<file path="src/hdl/spc_pkg.sv">
// Shared types and constants for the segment pair closest points block.
// No dependencies; imported by every module of the block.
`default_nettype none

package spc_pkg;

  localparam int unsigned CW       = 32;          // coordinate width, Q16.16
  localparam int unsigned DW       = CW + 1;      // endpoint differences
  localparam int unsigned PW       = 2 * DW;      // signed product of two differences
  localparam int unsigned XW       = PW + 1;      // signed cross product component
  localparam int unsigned MW       = PW;          // cross product magnitude
  localparam int unsigned Q_FRAC   = 16;
  localparam int unsigned NW       = MW + Q_FRAC; // scaled numerator magnitude
  localparam int unsigned QW       = 56;          // quotient bits before saturation
  localparam int unsigned RW       = QW + 1;      // signed ratio
  localparam int unsigned SW       = RW + 2;      // sum of up to three ratios
  localparam int unsigned TW       = Q_FRAC + 1;  // clamped parameter, 0..1.0
  localparam int unsigned SCW      = TW + 1 + DW; // parameter times difference
  localparam int unsigned EPS_W    = 31;
  localparam int unsigned SQW      = 2 * CW;      // square root radicand
  localparam int unsigned DIV_LAT  = QW + 3;
  localparam int unsigned SQ_STEPS = CW;
  localparam int unsigned SQ_LAT   = SQ_STEPS + 1;
  localparam int unsigned AVG_W    = TW + 1;
  localparam int unsigned RECIP_SH = 19;
  localparam logic [AVG_W-1:0] RECIP3 = AVG_W'(174763); // ceil(2^19 / 3)
  localparam logic [TW-1:0] ONE_Q  = TW'(65536);
  localparam logic [EPS_W-1:0] EPS_RESET = EPS_W'(7);

  localparam int unsigned CFG_AW  = 3;
  localparam logic        REG_EPS = 1'b0;

  localparam int unsigned AX1 [3] = '{1, 2, 0};
  localparam int unsigned AX2 [3] = '{2, 0, 1};

  typedef logic signed [CW-1:0]  coord_t;
  typedef logic signed [DW-1:0]  diff_t;
  typedef logic signed [PW-1:0]  prod_t;
  typedef logic signed [XW-1:0]  cross_t;
  typedef logic signed [RW-1:0]  ratio_t;

  typedef struct {
    coord_t as [3];
    coord_t ae [3];
    coord_t bs [3];
    coord_t be [3];
  } seg_t;

  typedef struct {
    coord_t as [3];
    coord_t bs [3];
    diff_t  d1 [3];
    diff_t  d2 [3];
  } geo_t;

  typedef struct {
    geo_t       geo;
    cross_t     c1 [3];
    cross_t     c2 [3];
    cross_t     cl [3];
    logic [2:0] mask;
  } mid_t;

  typedef struct {
    logic             vres;
    coord_t           na [3];
    coord_t           nb [3];
    logic [CW-1:0]    gap;
  } out_t;

endpackage

`default_nettype wire

</file>
<file path="src/hdl/spc_mq.sv">
// Two-entry queue between front and back ends.
// Uses spc_pkg.
`default_nettype none

module spc_mq import spc_pkg::*; (
  input  wire logic clk_i,
  input  wire logic rst_ni,
  input  wire logic push_i,
  input  wire mid_t data_i,
  output logic      full_o,
  input  wire logic pop_i,
  output logic      empty_o,
  output mid_t      data_o
);

  mid_t       ent_q [2];
  logic       wp_q, rp_q;
  logic [1:0] cnt_q;
  logic       do_push, do_pop;

  assign full_o  = cnt_q == 2'd2;
  assign empty_o = cnt_q == 2'd0;
  assign do_push = push_i && !full_o;
  assign do_pop  = pop_i && !empty_o;
  assign data_o  = ent_q[rp_q];

  always_ff @(posedge clk_i or negedge rst_ni) begin
    if (!rst_ni) begin
      wp_q  <= 1'b0;
      rp_q  <= 1'b0;
      cnt_q <= 2'd0;
    end else begin
      if (do_push) wp_q <= !wp_q;
      if (do_pop) rp_q <= !rp_q;
      cnt_q <= cnt_q + 2'(do_push) - 2'(do_pop);
    end
  end

  always_ff @(posedge clk_i) begin
    if (do_push) ent_q[wp_q] <= data_i;
  end

endmodule

`default_nettype wire

</file>
<file path="config.mk">
export PLATFORM = sky130hd
export DESIGN_NAME = spc_mq
export DESIGN_NICKNAME = d
export VERILOG_FILES = /design/src/hdl/spc_pkg.sv /design/src/hdl/spc_mq.sv
export SDC_FILE = /design/constraint.sdc
export NUM_CORES = 2
export LEC_CHECK = 0
export BUFFER_PORTS_ARGS = -buffer_cell sky130_fd_sc_hd__buf_4
export CAP_MARGIN = 10
export CORE_AREA = 3 3 785 787
export DETAILED_ROUTE_END_ITERATION = 12
export DIE_AREA = 0 0 788 790
export PLACE_DENSITY_LB_ADDON = 0.15
export SLEW_MARGIN = 20
export SYNTH_ARGS = -nofsm -noshare
export SYNTH_HDL_FRONTEND = slang
export SYNTH_SLANG_ARGS = --single-unit
export TNS_END_PERCENT = 20
</file>
<file path="constraint.sdc">
create_clock -name clk_i -period 91.4 [get_ports clk_i]
set_clock_uncertainty 0.05 [all_clocks]
set_input_delay 22.85 -clock clk_i [delete_from_list [all_inputs] [get_ports clk_i]]
set_output_delay 22.85 -clock clk_i [all_outputs]
set_load 0.03 [all_outputs]
</file>
==> metrics.md <==
| Metric | Value |
|---|---|
| Mapped Avg Cell Area | 23.5 um2 |
| DP Worst Slack | 62830 ps |
| Max-slew headroom | 28.1% |
| Slew Limit Fails | 0 |
| Post-DP HPWL | 313 mm |
| GRT Total Usage | 11.9% |
| Power Dens Cells | 36.9 mW/mm2 |
| DIE AREA | 0.623 mm2 |
| Final worst path period share | 32.2% |
| Die height | 790 um |
| Input/output buffers | 1997 |
| DIE WIDTH | 788 um |
| Synth top area share | 81.6% |
| Share of cells above drive strength 1 | 61.5% |
| # resized after CTS | 0 |
| Clock slew at reported path FFs | 50 ps |
| Area leader, netlist | edfxtp_1 |
| Worst slew pin tran | 1080 ps |
| Crit path DAT | 6490 ps |
| Hold Crit Start | cnt_q[1] |
| Initial Utilization | 12.0% |
| First-pass GRT wire length | 484 mm |
| DRT antenna net count | 0 |
| Reg2Reg Launch Point | cnt_q[1] |
| Syn_nets | 4119 |
| CTS tree | yes |
| Routed Wire Length | 389 mm |
| R2R depth | 9 |
| 1st-iter DRT viols | 1910 |
| CP endpoint kind | output pin |
| Setup bufs post-CTS | 0 |
| Clock period minus worst slack | 29390 ps |
| Worst reg2reg setup slack | 85490 ps |
| # IOs | 1998 |
| Area grow syn2layout | 45.9% |
| Antenna violations before repair | 179 |
| WP data required | 68500 ps |
| H-tree Lvls | 5 |
| Seq/Total Area, Yosys | 81.8% |
| Clock sinks | 1996 |
| Setup violators final | 0 |
| Max Cap Violations | 0 |
| Largest net degree at the start of global routing | 143 |
| Worst skew pair latency | 890 ps |
| Vias | 40000 |
| Worst vdd ir | 0.0251 mV |
| Count of final hold-check violations | 0 |
| Hold WC Path Type | register to register |
| Clock Tree Buf Depth | 4 |
| Via/cell ratio | 2.93 |
| Top cells by area, synth | edfxtp_1, mux2_2, mux2_4 |
| Yosys reg bits | 1996 |
| Library cells used by synthesis | 15 |
| Setup CP Type | register to output pin |
| Worst Setup Start Kind | register |
| Fin nets | 6333 |
| Root Buffer | clkbuf_16 |
| Hold Path Sink | cnt_q[1] |
| GRT overflow | 0 |
| Post-route setup TNS | 0 ps |
| Fillers | 66100 |
| Cell Rows | 287 |
| Reg2reg end | ent_q[0][1] |
| WHS Path Cells | 1 |
| Critical path peak fanout | 129 |
| Total CTS buffers | 277 |
| Run status | completed |
| Leak | 38.0 nW |
| Mapped Area | 0.0733 mm2 |
| Final WS setup | 62010 ps |
| Synth warn | 0 |
| Unrepaired setup endpoints after global routing | no |
| RD Place Congestion | 0.838 |
| Core box area | 0.610 mm2 |
| Vias in the first global route | 42700 |
| # hold bufs at CTS | 0 |
| Pre-Repair DR Iteration Count | 4 |
| Peak Freq | 34.0 MHz |
| Avg WL per Cell | 28.4 um |
| Cells after Synth | 3117 |
| Drt drc | 0 |
[power breakdown]
part | internal [W] | switching (W)
clock network | 0.000619 | 0.000427
registers | 0.00125 | 0.0000488
logic | 0.000538 | 0.00106
total | 0.00241 | 0.00153
[cells in the mapped netlist]
cell	number
nor2b_1	1
buf_6	38
mux2_2	666
dfrtp_1	4
inv_1	2
edfxtp_1	1992
nand2_1	1
xor2_1	1
xnor2_1	3
buf_2	73
nand2b_1	1
nor2_1	2
mux2_4	330
ha_1	2
and3_1	1
[layout make-up]
type | count | area (um2) | area share [%]
flip-flops and latches | 1996 | 59900 | 56.1
repair buffers | 2046 | 15500 | 14.5
multi-input cells | 1008 | 12600 | 11.7
well taps | 8092 | 10100 | 9.47
clock buffers | 353 | 7390 | 6.91
clock inverters | 141 | 1330 | 1.24
diodes | 29 | 72.6 | 0.0679
inverters | 2 | 7.51 | 0.00702
[cells by family (layout without fill, tap and decap cells)]
| group | Yosys count | after routing | synth area share [%] |
|---|---|---|---|
| flip-flops | 1996 | 1996 | 81.8 |
| multiplexers | 996 | 996 | 17.0 |
| buffers and inverters | 113 | 2542 | 1.09 |
| AND/OR/NAND/NOR | 6 | 6 | 0.0410 |
| XOR/XNOR | 4 | 4 | 0.0478 |
| adder cells (fa/ha/maj) | 2 | 2 | 0.0342 |
| other | 0 | 29 | 0 |
[registers in the layout (all words and copies together), names as in the netlist]
register / cells
ent_q: 1992
cnt_q: 2
rp_q: 1
wp_q: 1
[layer usage]
metal | wire length [um] | global-route usage, %
met5 | 1020 | 0
met4 | 11500 | 3.06
met3 | 37800 | 5.57
met2 | 211000 | 22.9
met1 | 127000 | 11.3
[per-stage QoR]
step           cell area (um2)  total power, W  hold WS, ps  utilization, %  instances
2_1_floorplan            73300         0.00254          411               -       3117
3_3_place_gp             98100         0.00299          457            16.1      13100
3_5_place_dp             98100         0.00299          461            16.1      13100
4_1_cts                 107000         0.00407          471            17.5      13600
5_1_grt                 107000         0.00412          495            17.5      13600
6_report                107000         0.00394          465            17.5      13700
[layout by cell type, fill, tap and decap left out, drive strengths merged]
cell type  netlist  final
clkinvlp         0      2
xor2             1      1
clkbuf           0    353
clkinv           0    113
inv              2     12
xnor2            3      3
nor2             2      2
mux2           996    996
bufinv           0     16
edfxtp        1992   1992
nor2b            1      1
diode            0     29
nand2            1      1
dfrtp            4      4
and3             1      1
nand2b           1      1
ha               2      2
buf            111   2046
[worst max-delay path by stage]
stage	startpoint	endpoint	cells after the start
after floorplan	push_i	ent_q[0][0]	2
after global placement	rp_q	data_o[706]	7
after detailed placement	rp_q	data_o[716]	7
after CTS	rp_q	data_o[715]	7
after global routing	rp_q	data_o[716]	7
final	rp_q	data_o[715]	7
[worst max-delay path, stage by stage (launching register included)]
cell and delay, ps:
dfrtp_4 880, buf_4 720, buf_12 660, buf_4 700, buf_12 620, buf_4 870
mux2_4 360, buf_4 170
Power figures use the tool's default switching activity.
